## config.mk

```make
export PLATFORM = sky130hd
export DESIGN_NAME = sync_length_sum_frame_receiver_top
export DESIGN_NICKNAME = d
export VERILOG_FILES = /design/src/slsfr_pkg.sv /design/src/slsfr_ram.sv /design/src/slsfr_parser.sv /design/src/slsfr_emitter.sv /design/src/sync_length_sum_frame_receiver_top.sv
export SDC_FILE = /design/constraint.sdc
export NUM_CORES = 1
export LEC_CHECK = 0
export BUFFER_PORTS_ARGS = -buffer_cell sky130_fd_sc_hd__clkbuf_2
export CAP_MARGIN = 20
export CELL_PAD_IN_SITES_DETAIL_PLACEMENT = 1
export CELL_PAD_IN_SITES_GLOBAL_PLACEMENT = 1
export CORE_MARGIN = 3
export CORE_UTILIZATION = 30
export DETAILED_ROUTE_END_ITERATION = 6
export PLACE_DENSITY = 0.55
export SLEW_MARGIN = 20
export SYNTH_ARGS = -nofsm -noshare
export SYNTH_HDL_FRONTEND = slang
export SYNTH_SLANG_ARGS = --single-unit
```

## constraint.sdc

```tcl
create_clock -name clk -period 4.4 [get_ports clk]
set_input_delay 0.44 -clock clk [delete_from_list [all_inputs] [get_ports clk]]
set_output_delay 0.44 -clock clk [all_outputs]
set_load 0.02 [all_outputs]
```

## src/slsfr_pkg.sv

```systemverilog
// shared types and constants of the sync/length/sum frame receiver
package slsfr_pkg;

    // default payload buffer depth
    localparam int MAX_PAYLOAD_DEF = 32;

    // field widths
    localparam int BYTE_W   = 8;
    localparam int STATUS_W = 3;
    localparam int IDX_W    = 5;
    localparam int LEN_W    = 6;
    localparam int SUM_W    = 16;
    localparam int TDATA_W  = 24;
    localparam int TUSER_W  = 4;

    // framing bytes
    localparam logic [BYTE_W-1:0] SYNC_A = 8'hA5;
    localparam logic [BYTE_W-1:0] SYNC_B = 8'h5A;
    localparam logic [BYTE_W-1:0] END_A  = 8'hCC;
    localparam logic [BYTE_W-1:0] END_B  = 8'h33;

    // status codes
    localparam logic [STATUS_W-1:0] ST_GOOD  = 3'd0;
    localparam logic [STATUS_W-1:0] ST_CSUM  = 3'd1;
    localparam logic [STATUS_W-1:0] ST_START = 3'd2;
    localparam logic [STATUS_W-1:0] ST_END   = 3'd3;
    localparam logic [STATUS_W-1:0] ST_LEN   = 3'd4;

    // one result item
    typedef struct packed {
        logic [STATUS_W-1:0] status;
        logic                has_data;
        logic [BYTE_W-1:0]   data_byte;
        logic [IDX_W-1:0]    byte_index;
        logic [LEN_W-1:0]    frame_length;
        logic                last;
    } out_item_t;

endpackage

```

## src/slsfr_ram.sv

```systemverilog
// generic single-write, single-read ram with registered read data
module slsfr_ram #(
    parameter int WIDTH = 8,
    parameter int DEPTH = 32,
    localparam int AW = (DEPTH > 1) ? $clog2(DEPTH) : 1
) (
    input  logic             clk,
    input  logic             wr_en,
    input  logic [AW-1:0]    wr_addr,
    input  logic [WIDTH-1:0] wr_data,
    input  logic             rd_en,
    input  logic [AW-1:0]    rd_addr,
    output logic [WIDTH-1:0] rd_data
);

    logic [WIDTH-1:0] mem [DEPTH];
    logic [WIDTH-1:0] rd_data_reg;

    // write port
    always_ff @(posedge clk)
    begin
        if (wr_en)
        begin
            mem[wr_addr] <= wr_data;
        end
    end

    // read port, data holds while not reading
    always_ff @(posedge clk)
    begin
        if (rd_en)
        begin
            rd_data_reg <= mem[rd_addr];
        end
    end

    assign rd_data = rd_data_reg;

endmodule

```

## src/slsfr_parser.sv

```systemverilog
// frame state machine: sync hunt, length, payload capture, checksum and end check
module slsfr_parser import slsfr_pkg::*; #(
    parameter int MAX_PAYLOAD = MAX_PAYLOAD_DEF,
    localparam int CNT_W  = $clog2(MAX_PAYLOAD + 1),
    localparam int ADDR_W = (MAX_PAYLOAD > 1) ? $clog2(MAX_PAYLOAD) : 1
) (
    input  logic              clk,
    input  logic              rst_n,
    input  logic              in_accept,
    input  logic [BYTE_W-1:0] rx_byte,
    output logic              wr_en,
    output logic [ADDR_W-1:0] wr_addr,
    output logic [BYTE_W-1:0] wr_data,
    output logic              res_valid,
    output out_item_t         res,
    output logic              drain_start,
    output logic [CNT_W-1:0]  drain_count
);

    // frame phases
    localparam logic [2:0] PH_HUNT    = 3'd0;
    localparam logic [2:0] PH_SYNC2   = 3'd1;
    localparam logic [2:0] PH_LEN     = 3'd2;
    localparam logic [2:0] PH_PAYLOAD = 3'd3;
    localparam logic [2:0] PH_CSUM_HI = 3'd4;
    localparam logic [2:0] PH_CSUM_LO = 3'd5;
    localparam logic [2:0] PH_END1    = 3'd6;
    localparam logic [2:0] PH_END2    = 3'd7;

    localparam logic [BYTE_W-1:0] MAX_LEN = BYTE_W'(MAX_PAYLOAD);

    logic [2:0]       phase_reg, phase_next;
    logic [SUM_W-1:0] sum_reg, sum_next;
    logic [SUM_W-1:0] rsum_reg, rsum_next;
    logic [CNT_W-1:0] explen_reg, explen_next;
    logic [CNT_W-1:0] count_reg, count_next;
    logic [CNT_W-1:0] count_inc;

    // single-beat status result
    function automatic out_item_t status_item(logic [STATUS_W-1:0] st,
                                              logic [LEN_W-1:0] len);
        out_item_t it;
        it              = '0;
        it.status       = st;
        it.frame_length = len;
        it.last         = 1'b1;
        return it;
    endfunction

    assign count_inc   = count_reg + CNT_W'(1);
    assign wr_addr     = count_reg[ADDR_W-1:0];
    assign wr_data     = rx_byte;
    assign drain_count = count_reg;

    // next state and results for the accepted byte
    always_comb
    begin
        phase_next  = phase_reg;
        sum_next    = sum_reg;
        rsum_next   = rsum_reg;
        explen_next = explen_reg;
        count_next  = count_reg;
        res_valid   = 1'b0;
        res         = '0;
        wr_en       = 1'b0;
        drain_start = 1'b0;
        if (in_accept)
        begin
            unique case (phase_reg)
                PH_HUNT:
                begin
                    if (rx_byte == SYNC_A)
                    begin
                        sum_next   = '0;
                        phase_next = PH_SYNC2;
                    end
                    else
                    begin
                        res_valid = 1'b1;
                        res       = status_item(ST_START, '0);
                    end
                end
                PH_SYNC2:
                begin
                    if (rx_byte == SYNC_B)
                    begin
                        phase_next = PH_LEN;
                    end
                    else
                    begin
                        res_valid  = 1'b1;
                        res        = status_item(ST_START, '0);
                        phase_next = PH_HUNT;
                    end
                end
                PH_LEN:
                begin
                    sum_next = sum_reg + SUM_W'(rx_byte);
                    if (rx_byte > MAX_LEN)
                    begin
                        res_valid  = 1'b1;
                        res        = status_item(ST_LEN, '0);
                        phase_next = PH_HUNT;
                    end
                    else
                    begin
                        explen_next = CNT_W'(rx_byte);
                        count_next  = '0;
                        phase_next  = (rx_byte == '0) ? PH_CSUM_HI : PH_PAYLOAD;
                    end
                end
                PH_PAYLOAD:
                begin
                    wr_en      = 1'b1;
                    sum_next   = sum_reg + SUM_W'(rx_byte);
                    count_next = count_inc;
                    if (count_inc == explen_reg)
                    begin
                        phase_next = PH_CSUM_HI;
                    end
                end
                PH_CSUM_HI:
                begin
                    rsum_next  = {rx_byte, 8'h00};
                    phase_next = PH_CSUM_LO;
                end
                PH_CSUM_LO:
                begin
                    rsum_next  = {rsum_reg[SUM_W-1:BYTE_W], rx_byte};
                    phase_next = PH_END1;
                end
                PH_END1:
                begin
                    if (rx_byte == END_A)
                    begin
                        phase_next = PH_END2;
                    end
                    else
                    begin
                        res_valid  = 1'b1;
                        res        = status_item(ST_END, '0);
                        phase_next = PH_HUNT;
                    end
                end
                PH_END2:
                begin
                    // other bytes are ignored while waiting for the closing byte
                    if (rx_byte == END_B)
                    begin
                        phase_next = PH_HUNT;
                        if (rsum_reg == sum_reg)
                        begin
                            if (count_reg == '0)
                            begin
                                res_valid = 1'b1;
                                res       = status_item(ST_GOOD, '0);
                            end
                            else
                            begin
                                drain_start = 1'b1;
                            end
                        end
                        else
                        begin
                            res_valid = 1'b1;
                            res       = status_item(ST_CSUM, LEN_W'(explen_reg));
                        end
                    end
                end
                default:
                begin
                    phase_next = PH_HUNT;
                end
            endcase
        end
    end

    // frame state registers
    always_ff @(posedge clk or negedge rst_n)
    begin
        if (!rst_n)
        begin
            phase_reg  <= PH_HUNT;
            sum_reg    <= '0;
            rsum_reg   <= '0;
            explen_reg <= '0;
            count_reg  <= '0;
        end
        else
        begin
            phase_reg  <= phase_next;
            sum_reg    <= sum_next;
            rsum_reg   <= rsum_next;
            explen_reg <= explen_next;
            count_reg  <= count_next;
        end
    end

endmodule

```

## src/slsfr_emitter.sv

```systemverilog
// payload readout from the buffer ram and output register with skid stage
module slsfr_emitter import slsfr_pkg::*; #(
    parameter int MAX_PAYLOAD = MAX_PAYLOAD_DEF,
    localparam int CNT_W  = $clog2(MAX_PAYLOAD + 1),
    localparam int ADDR_W = (MAX_PAYLOAD > 1) ? $clog2(MAX_PAYLOAD) : 1
) (
    input  logic              clk,
    input  logic              rst_n,
    input  logic              res_valid,
    input  out_item_t         res,
    input  logic              drain_start,
    input  logic [CNT_W-1:0]  drain_count,
    output logic              rd_en,
    output logic [ADDR_W-1:0] rd_addr,
    input  logic [BYTE_W-1:0] rd_data,
    output logic              in_ok,
    output logic              m_valid,
    output out_item_t         m_item,
    input  logic              m_ready
);

    logic             drain_reg, drain_next;
    logic [CNT_W-1:0] ptr_reg, ptr_next;
    logic [CNT_W-1:0] cnt_reg, cnt_next;
    logic [CNT_W-1:0] didx_reg, didx_next;
    logic             rdv_reg, rdv_next;
    logic [CNT_W-1:0] ptr_inc;
    logic [CNT_W-1:0] cnt_dec;

    logic             out_valid_reg, skid_valid_reg;
    out_item_t        out_reg, skid_reg;

    logic             ram_push;
    logic             push;
    out_item_t        push_item;
    out_item_t        ram_item;
    logic             out_free;

    assign ptr_inc  = ptr_reg + CNT_W'(1);
    assign cnt_dec  = cnt_reg - CNT_W'(1);
    assign out_free = !out_valid_reg || m_ready;

    // ram data stage moves on once the skid stage has room
    assign ram_push = rdv_reg && !skid_valid_reg;
    assign rd_en    = drain_reg && (!rdv_reg || ram_push);
    assign rd_addr  = ptr_reg[ADDR_W-1:0];

    // input side may run only with no readout going on and a free skid slot
    assign in_ok = !drain_reg && !rdv_reg && !skid_valid_reg;

    // payload beat built from the ram data
    always_comb
    begin
        ram_item              = '0;
        ram_item.status       = ST_GOOD;
        ram_item.has_data     = 1'b1;
        ram_item.data_byte    = rd_data;
        ram_item.byte_index   = IDX_W'(didx_reg);
        ram_item.frame_length = LEN_W'(cnt_reg);
        ram_item.last         = (didx_reg == cnt_dec);
    end

    assign push      = ram_push || res_valid;
    assign push_item = ram_push ? ram_item : res;

    // readout sequencer
    always_comb
    begin
        drain_next = drain_reg;
        ptr_next   = ptr_reg;
        cnt_next   = cnt_reg;
        didx_next  = didx_reg;
        rdv_next   = rdv_reg;
        if (ram_push)
        begin
            rdv_next = 1'b0;
        end
        if (rd_en)
        begin
            rdv_next  = 1'b1;
            didx_next = ptr_reg;
            ptr_next  = ptr_inc;
            if (ptr_inc == cnt_reg)
            begin
                drain_next = 1'b0;
            end
        end
        if (drain_start)
        begin
            drain_next = 1'b1;
            ptr_next   = '0;
            cnt_next   = drain_count;
        end
    end

    always_ff @(posedge clk or negedge rst_n)
    begin
        if (!rst_n)
        begin
            drain_reg <= 1'b0;
            ptr_reg   <= '0;
            cnt_reg   <= '0;
            didx_reg  <= '0;
            rdv_reg   <= 1'b0;
        end
        else
        begin
            drain_reg <= drain_next;
            ptr_reg   <= ptr_next;
            cnt_reg   <= cnt_next;
            didx_reg  <= didx_next;
            rdv_reg   <= rdv_next;
        end
    end

    // output register and skid stage control
    always_ff @(posedge clk or negedge rst_n)
    begin
        if (!rst_n)
        begin
            out_valid_reg  <= 1'b0;
            skid_valid_reg <= 1'b0;
        end
        else if (out_free)
        begin
            if (skid_valid_reg)
            begin
                out_valid_reg  <= 1'b1;
                skid_valid_reg <= 1'b0;
            end
            else
            begin
                out_valid_reg <= push;
            end
        end
        else if (push)
        begin
            skid_valid_reg <= 1'b1;
        end
    end

    // output register and skid stage payload
    always_ff @(posedge clk)
    begin
        if (out_free)
        begin
            if (skid_valid_reg)
            begin
                out_reg <= skid_reg;
            end
            else if (push)
            begin
                out_reg <= push_item;
            end
        end
        else if (push)
        begin
            skid_reg <= push_item;
        end
    end

    assign m_valid = out_valid_reg;
    assign m_item  = out_reg;

endmodule

```

## src/sync_length_sum_frame_receiver_top.sv

```systemverilog
// Sync/length/sum frame receiver, top level.
//
// Input channel s_axis: one received serial byte per beat in s_axis_tdata.
// The block hunts for the sync pair A5 5A, reads a length byte and that many
// payload bytes into a buffer ram, then a big-endian 16-bit checksum and the
// end pair CC 33. Output channel m_axis: status beats for start, end, length
// and checksum errors, one empty-frame beat for a good zero-length frame, or
// the payload of a good frame as one beat per byte, tlast on the final beat.
//
// Results are registered; payload bytes also pass the ram read data register.
// Throughput: one input byte per cycle while s_axis_tready is high. A good
// frame of N payload bytes is read out of the buffer ram at one byte per cycle
// (single read port) while m_axis keeps up, and s_axis_tready stays low until
// the readout has left the ram and skid stage. An output register plus a skid
// stage keep input going while one result waits; once a second result fills
// the skid, s_axis_tready drops until m_axis drains.
// Reset: rst_n clears the frame state to hunting; buffer ram contents are not
// cleared, only bytes written by the current frame are ever read out.
module sync_length_sum_frame_receiver_top import slsfr_pkg::*; #(
    parameter int MAX_PAYLOAD = MAX_PAYLOAD_DEF
) (
    input  logic               clk,
    input  logic               rst_n,
    input  logic               s_axis_tvalid,
    output logic               s_axis_tready,
    input  logic [BYTE_W-1:0]  s_axis_tdata,   // [7:0] rx_byte
    output logic               m_axis_tvalid,
    input  logic               m_axis_tready,
    output logic [TDATA_W-1:0] m_axis_tdata,   // [7:0] data_byte, [12:8] byte_index,
                                               // [18:13] frame_length, [23:19] zero
    output logic [TUSER_W-1:0] m_axis_tuser,   // [2:0] status, [3] has_data
    output logic               m_axis_tlast
);

    localparam int CNT_W  = $clog2(MAX_PAYLOAD + 1);
    localparam int ADDR_W = (MAX_PAYLOAD > 1) ? $clog2(MAX_PAYLOAD) : 1;

    logic              in_accept;
    logic              in_ok;
    logic              wr_en;
    logic [ADDR_W-1:0] wr_addr;
    logic [BYTE_W-1:0] wr_data;
    logic              rd_en;
    logic [ADDR_W-1:0] rd_addr;
    logic [BYTE_W-1:0] rd_data;
    logic              res_valid;
    out_item_t         res;
    logic              drain_start;
    logic [CNT_W-1:0]  drain_count;
    out_item_t         m_item;

    assign s_axis_tready = in_ok;
    assign in_accept     = s_axis_tvalid && in_ok;

    // frame parser
    slsfr_parser #(
        .MAX_PAYLOAD (MAX_PAYLOAD)
    ) u_parser (
        .clk         (clk),
        .rst_n       (rst_n),
        .in_accept   (in_accept),
        .rx_byte     (s_axis_tdata),
        .wr_en       (wr_en),
        .wr_addr     (wr_addr),
        .wr_data     (wr_data),
        .res_valid   (res_valid),
        .res         (res),
        .drain_start (drain_start),
        .drain_count (drain_count)
    );

    // payload buffer
    slsfr_ram #(
        .WIDTH (BYTE_W),
        .DEPTH (MAX_PAYLOAD)
    ) u_buf (
        .clk     (clk),
        .wr_en   (wr_en),
        .wr_addr (wr_addr),
        .wr_data (wr_data),
        .rd_en   (rd_en),
        .rd_addr (rd_addr),
        .rd_data (rd_data)
    );

    // readout and output stage
    slsfr_emitter #(
        .MAX_PAYLOAD (MAX_PAYLOAD)
    ) u_emit (
        .clk         (clk),
        .rst_n       (rst_n),
        .res_valid   (res_valid),
        .res         (res),
        .drain_start (drain_start),
        .drain_count (drain_count),
        .rd_en       (rd_en),
        .rd_addr     (rd_addr),
        .rd_data     (rd_data),
        .in_ok       (in_ok),
        .m_valid     (m_axis_tvalid),
        .m_item      (m_item),
        .m_ready     (m_axis_tready)
    );

    // output packing
    assign m_axis_tdata = {{(TDATA_W - BYTE_W - IDX_W - LEN_W){1'b0}},
                           m_item.frame_length, m_item.byte_index, m_item.data_byte};
    assign m_axis_tuser = {m_item.has_data, m_item.status};
    assign m_axis_tlast = m_item.last;

endmodule

```

==> metrics.txt, run 1 <==
largest net degree at the start of global routing 70; sequential share of the synthesized area 68.9%; fmax 317 MHz; Die W 238 um; EDFF count, synth 312; vias in the first global route 9193; I/O Buffers 37; sequential power share 42.5%; CP Capture Type flip-flop; R2R depth 5; maxcap violations 0; # resized after CTS 0; Synth cell types 61; end of the worst hold path u_emit.skid_valid_reg; Top Ports 43; Starting Density 30.5%; beginning of the worst hold path m_axis_tready; routed len/inst 23.1 um; max-slew violations 0; cts bufs inserted 41; min-delay worst type in -> reg; Slowest-stage cell, CP nor2_1; final worst path period share 71.8%; WHS Path Cells 3; Min Clock Period, post-route 3.16 ns; core box area 0.0529 mm^2; # H-tree levels 2; CP Max Fanout 9; Switching Share 31.0%; gr ovfl total 0; final WL 40200 um; power density cells 633 mW/mm^2; die height 238 um; FF+latch count, synth 381; Critical Path Max Stage Delay 0.79 ns; first-pass GRT wire length 61000 um; Total Neg Setup Slack 0 ns; Final ANT Viol Nets 0; Buffers & Inverters on Critical Path 0; antenna cell count 0; Internal 8120 uW; WP depth 5; worst r2r dst u_buf.mem[19][3]; Mapped Cells 957; Clk pin slew, worst setup/hold paths 0.06 ns; r2r startpoint u_emit.rdv_reg; crit start category flip-flop; area delta synth->final 15.5%; Synth warnings 0; DP HPWL 26400 um; critical path type reg -> reg; Root Buffer clkbuf_16; Max Clock Skew 0.0154 ns; Largest register FFs 256; DRC errors left 0; leakage 0.00658 uW; Slew @ Worst Pin 1.06 ns; layout cells sized above 1 23.9%; DR vias/cell 4.92; Rows 84; Clock Latency Late Sink 0.54 ns; RePlAce Congestion 0.744; die area 0.0565 mm^2; Crit path max-delay family simple AND/OR/NAND/NOR gates; CP Cell Sequence or4b_4, nor2_8, and3_1, nand2_1, nor2_1; initial detailed-routing violation count 600; initial antenna violation count 3; CTS tree yes; RSZ-0062 raised after global routing no; endpoints failing setup 0; FILL cells 5317; clock sink total 381; Post-CTS Setup Inserts 0; CTS Hold Bufs 0; Overall Global Routing Usage 14.4%; Top FF cell, synth edfxtp_1; reg-to-reg slack, setup 1.24 ns; Max IR drop VDD 0.000280 V; detailed-router iteration count before antenna repair 7; Clock power frac 30.6%; status finished clean; nets@finish 1043; Post-Syn Area 0.0161 mm^2; worst hold slack 0.259 ns; worst setup path start u_emit.rdv_reg; worst-case clock buffer depth 3; Worst EP required 4.57 ns; Worst slew margin 29.7%; Vias 8549; Avg Inst Size Synth 16.8 um^2; Final Hold Violating Endpoints 0; Final Core Density 35.2%; asr flop ratio synth 18.1%; Worst EP arrival 3.32 ns; Psw 3650 uW; Gate power share 27.0%
## tightest hold or removal path: cells and delay by family
kind | cells | cell delay [ns]
AND/OR/NAND/NOR | 1 | 0.18
AO/OA/AOI/OAI | 1 | 0.06
buffers and inverters | 1 | 0.07
## cells in the final DEF (no fill, tap or decap), drive strengths merged, types with 15 or more instances in the layout
cell | netlist | layout
and2 | 20 | 20
nand3 | 15 | 15
dfrtp | 69 | 69
mux2 | 30 | 30
xor2 | 36 | 36
mux4 | 80 | 80
edfxtp | 312 | 312
inv | 15 | 18
o21ai | 35 | 35
nor2 | 65 | 65
a21o | 26 | 26
buf | 19 | 24
clkbuf | 30 | 84
xnor2 | 23 | 23
nand2 | 50 | 50
## synthesized netlist by cell type, types with 3 or more instances
cell type / count / share of area [%]
a211oi_1: 4 / 0.19
a21boi_0: 3 / 0.14
a21o_1: 26 / 1.2
a21oi_1: 13 / 0.40
a221o_1: 6 / 0.37
and2_1: 20 / 0.78
buf_1: 5 / 0.12
buf_2: 9 / 0.28
buf_4: 5 / 0.23
clkbuf_1: 30 / 0.70
dfrtp_1: 69 / 11
edfxtp_1: 312 / 58
ha_1: 14 / 1.1
inv_1: 15 / 0.35
mux2_2: 30 / 2.1
mux4_2: 80 / 11
nand2_1: 50 / 1.2
nand2b_1: 5 / 0.19
nand3_1: 15 / 0.47
nand3b_1: 4 / 0.19
nand4_1: 9 / 0.35
nor2_1: 64 / 1.5
nor2b_1: 4 / 0.16
nor3_1: 9 / 0.28
nor4_1: 7 / 0.27
nor4bb_1: 3 / 0.19
o211ai_1: 3 / 0.14
o21a_1: 3 / 0.14
o21ai_0: 35 / 1.1
o22a_1: 3 / 0.16
o31ai_1: 4 / 0.19
or3_1: 3 / 0.12
xnor2_1: 23 / 1.3
xor2_1: 36 / 2.0
## cell families (layout without fill, tap and decap cells)
| family | count (synthesis) | in the layout | share of synthesized area [%] |
|---|---|---|---|
| xor+xnor | 59 | 59 | 3.21 |
| mux | 111 | 111 | 13.3 |
| flops | 381 | 381 | 68.9 |
| buf+inv | 64 | 151 | 1.68 |
| fa+ha+maj | 15 | 15 | 1.21 |
| compound gates | 116 | 116 | 4.90 |
| simple gates | 210 | 210 | 6.72 |
| other cells | 1 | 5 | 0.0233 |
## metal layers
layer  part of all wire (%)  GRT usage [%]  up-vias
li1                       -              -     3833
met1                     46           20.1     4519
met2                     48           23.7      147
met3                    3.7           2.23       50
met4                    1.7           3.50        0
met5                      0              0        -
## per-stage QoR
| stage | worst slack, ns | std cells | total power (uW) | instance area, um^2 |
|---|---|---|---|---|
| floorplan | 0.484 | 961 | 7210 | 16100 |
| global placement | 1.07 | 1659 | 8290 | 17200 |
| detailed placement | 1.01 | 1659 | 8330 | 17200 |
| CTS | 1.19 | 1734 | 12000 | 18600 |
| global route | 1.04 | 1736 | 12400 | 18600 |
| finish | 1.24 | 1736 | 11800 | 18600 |
## power groups by stage
stage | sequential (uW) | clock [uW] | combinational (uW)
after floorplan | 4850 | 0 | 2350
after global placement | 5080 | 0 | 3200
after detailed placement | 5090 | 0 | 3230
after CTS | 5020 | 3690 | 3250
after global routing | 5100 | 3850 | 3460
final | 5000 | 3600 | 3180
## worst max path at each step
stage,end,slack [ns]
final,u_buf.mem[19][3],1.24
after global routing,u_buf.mem[19][3],1.04
after CTS,u_buf.mem[19][3],1.19
after detailed placement,u_emit.m_item[16],1.01
after global placement,u_emit.m_item[13],1.07
after floorplan,u_emit.m_item[0],0.48
## final cells by class
| class | instances | area [um^2] | area share (%) |
|---|---|---|---|
| flip-flops and latches | 381 | 11100 | 59.7 |
| inverters | 15 | 56.3 | 0.303 |
| clock buffers | 48 | 1090 | 5.89 |
| repair buffers | 61 | 415 | 2.23 |
| well taps | 688 | 861 | 4.63 |
| clock inverters | 27 | 303 | 1.63 |
| multi-input cells | 516 | 4770 | 25.6 |
Power figures use the tool's default switching activity.
==> inputs of run 2 (changes only) <==
--- a/config.mk
+++ b/config.mk
@@ -12,7 +12,7 @@
 export CORE_MARGIN = 3
 export CORE_UTILIZATION = 30
 export DETAILED_ROUTE_END_ITERATION = 6
-export PLACE_DENSITY = 0.55
+export PLACE_DENSITY = 0.57
 export SLEW_MARGIN = 20
 export SYNTH_ARGS = -nofsm -noshare
 export SYNTH_HDL_FRONTEND = slang
==> constraint.sdc (replaced) <==
create_clock -name clk -period 2.6 [get_ports clk]
set_input_delay 0.26 -clock clk [delete_from_list [all_inputs] [get_ports clk]]
set_output_delay 0.26 -clock clk [all_outputs]
set_load 0.02 [all_outputs]
==> run 2 against run 1 <==
  * Count of clock-buffer cells in the layout increased by 2
  * Worst hold slack got worse by 0.16 ns
  * Total power increased by 71%
  * Critical path depth decreased by 1
  * Sequential cell count unchanged
  * Clock power increased by 59%
  * Setup slack got worse by 1.1 ns
  * Clock skew increased by 0.0053 ns
  * Sequential share of layout area decreased by 1.8 points
==> metrics.txt, run 2 (synthesized netlist as in run 1, its figures left out) <==
status finished clean (unchanged); RSZ-0062 raised after global routing no (unchanged); die area 0.0565 mm^2 (unchanged); end of the worst hold path u_emit.skid_valid_reg (unchanged); detailed-router iteration count before antenna repair 5 (was 7); Gate power share 31.4% (was 27.0%); DP HPWL 27500 um (was 26400 um); vias in the first global route 9494 (was 9193); total power 20100 uW (was 11800 uW); Total Neg Setup Slack 0 ns (unchanged); crit start category flip-flop (unchanged); nets@finish 1120 (was 1043); R2R depth 4 (was 5); Overall Global Routing Usage 14.7% (was 14.4%); CP Max Fanout 11 (was 9); Root Buffer clkbuf_16 (unchanged); initial detailed-routing violation count 676 (was 600); layout cells sized above 1 28.5% (was 23.9%); Worst EP required 2.91 ns (was 4.57 ns); max-slew violations 0 (unchanged); beginning of the worst hold path m_axis_tready (unchanged); critical path type reg -> reg (unchanged); Max Clock Skew 0.0207 ns (was 0.0154 ns); Final ANT Viol Nets 0 (unchanged); die height 238 um (unchanged); routed len/inst 22.5 um (was 23.1 um); Max IR drop VDD 0.000512 V (was 0.000280 V); final WL 40900 um (was 40200 um); Vias 8939 (was 8549); CP Capture Type flip-flop (unchanged); DRC errors left 0 (unchanged); Worst slew margin 47.5% (was 29.7%); # H-tree levels 2 (unchanged); commonest non-fill, non-tap cells in the layout 312 x edfxtp_1, 89 x buf_4, 80 x mux4_2, 67 x dfrtp_1, 64 x nor2_1 (was 312 x edfxtp_1, 80 x mux4_2, 66 x dfrtp_1, 64 x nor2_1, 50 x nand2_1); area delta synth->final 19.2% (was 15.5%); core box area 0.0529 mm^2 (unchanged); final worst path period share 95.5% (was 71.8%); min-delay worst type in -> reg (unchanged); Internal 13800 uW (was 8120 uW); Starting Density 30.5% (unchanged); FILL cells 5313 (was 5317); worst r2r dst u_buf.rd_data[7] (was u_buf.mem[19][3]); I/O Buffers 37 (unchanged); Die W 238 um (unchanged); leakage 0.00697 uW (was 0.00658 uW); reg-to-reg slack, setup 0.12 ns (was 1.24 ns); r2r startpoint u_emit.ptr_reg[0] (was u_emit.rdv_reg); largest net degree at the start of global routing 37 (was 70); worst hold slack 0.103 ns (was 0.259 ns); Slew @ Worst Pin 0.788 ns (was 1.06 ns); Psw 6320 uW (was 3650 uW); Clock power frac 28.5% (was 30.6%); Top Ports 43 (unchanged); Largest register FFs 256 (unchanged); RePlAce Congestion 0.749 (was 0.744); CTS tree yes (unchanged); Clock Latency Late Sink 0.57 ns (was 0.54 ns); Rows 84 (unchanged); clock sink total 381 (unchanged); commonest non-fill, non-tap cell in the layout edfxtp_1 (unchanged); gr ovfl total 0 (unchanged); first-pass GRT wire length 62500 um (was 61000 um); Post-CTS Setup Inserts 0 (unchanged); Switching Share 31.5% (was 31.0%); worst-case clock buffer depth 3 (unchanged); cts bufs inserted 41 (unchanged); Final Hold Violating Endpoints 0 (unchanged); Min Clock Period, post-route 2.48 ns (was 3.16 ns); Worst EP arrival 2.79 ns (was 3.32 ns); initial antenna violation count 3 (unchanged); WHS Path Cells 3 (unchanged); sequential power share 40.1% (was 42.5%); power density cells 1050 mW/mm^2 (was 633 mW/mm^2); Clk pin slew, worst setup/hold paths 0.06 ns (about the same); maxcap violations 0 (unchanged); fmax 403 MHz (was 317 MHz); DR vias/cell 4.93 (was 4.92); endpoints failing setup 0 (unchanged)
[run 2: changes by cell type in the layout (fill, tap and decap cells not counted), sizes merged]
cell	before	now
buf	24	101
clkinv	14	21
clkinvlp	4	0
bufinv	6	3
clkbuf	84	86
inv	18	16
diode	0	1
[run 2: cell type report]
class,count,area [um^2],share of cell area [%]
repair buffers,138,1080,5.65
well taps,688,861,4.49
clock buffers,50,1090,5.68
multi-input cells,516,4780,24.9
clock inverters,25,215,1.12
flip-flops and latches,381,11100,57.8
inverters,15,56.3,0.293
diodes,1,2.50,0.0130
[run 2: layer usage]
metal	global-route usage [%]	up-vias	routed length [um]
li1	-	4001	-
met1	20.5	4726	18700
met2	24.0	149	19600
met3	2.18	63	1540
met4	4.39	0	947
met5	0	-	0
[run 2: what timing repair did]
item                                    4_1_cts  5_1_grt
endpoints found under the hold margin        27        0
hold buffers                                  1        0
endpoints found under the setup margin        0      113
resized for setup                             0        3
[run 2: power groups by stage]
stage	Clock (uW)	Combinational [uW]	Sequential (uW)
3_3_place_gp	0	6330	8180
2_1_floorplan	0	3990	8200
5_1_grt	6160	6880	8150
3_5_place_dp	0	6420	8190
6_report	5730	6320	8060
4_1_cts	5900	6450	8070
[run 2: critical path, stage by stage (launching register included)]
cell     delay [ns]
dfrtp_4        0.63
buf_12         0.21
mux4_2         0.54
mux4_2         0.56
mux2_2         0.29
[run 2: worst max-delay path by stage]
| stage | startpoint | endpoint | slack, ns | cells after the start |
|---|---|---|---|---|
| finish | u_emit.ptr_reg[0] | u_buf.rd_data[7] | 0.12 | 4 |
| floorplan | u_emit.rdv_reg | u_emit.skid_reg[0] | -0.16 | 5 |
| CTS | u_emit.rdv_reg | u_buf.mem[17][5] | 0.06 | 6 |
| global placement | s_axis_tdata[3] | u_emit.skid_reg[14] | 0.01 | 9 |
| global route | u_emit.ptr_reg[0] | u_buf.rd_data[4] | 0.05 | 4 |
| detailed placement | s_axis_tdata[3] | u_emit.skid_reg[13] | -0.0003 | 9 |
[run 2: metrics by stage]
step	cell area, um^2	worst slack, ns	std cells	utilization [%]
after floorplan	16100	-0.164	961	-
after global placement	17900	0.0103	1737	33.8
after detailed placement	17900	-0.000277	1737	33.8
after CTS	19200	0.0639	1813	36.3
after global routing	19200	0.0451	1813	36.3
final	19200	0.117	1814	36.3
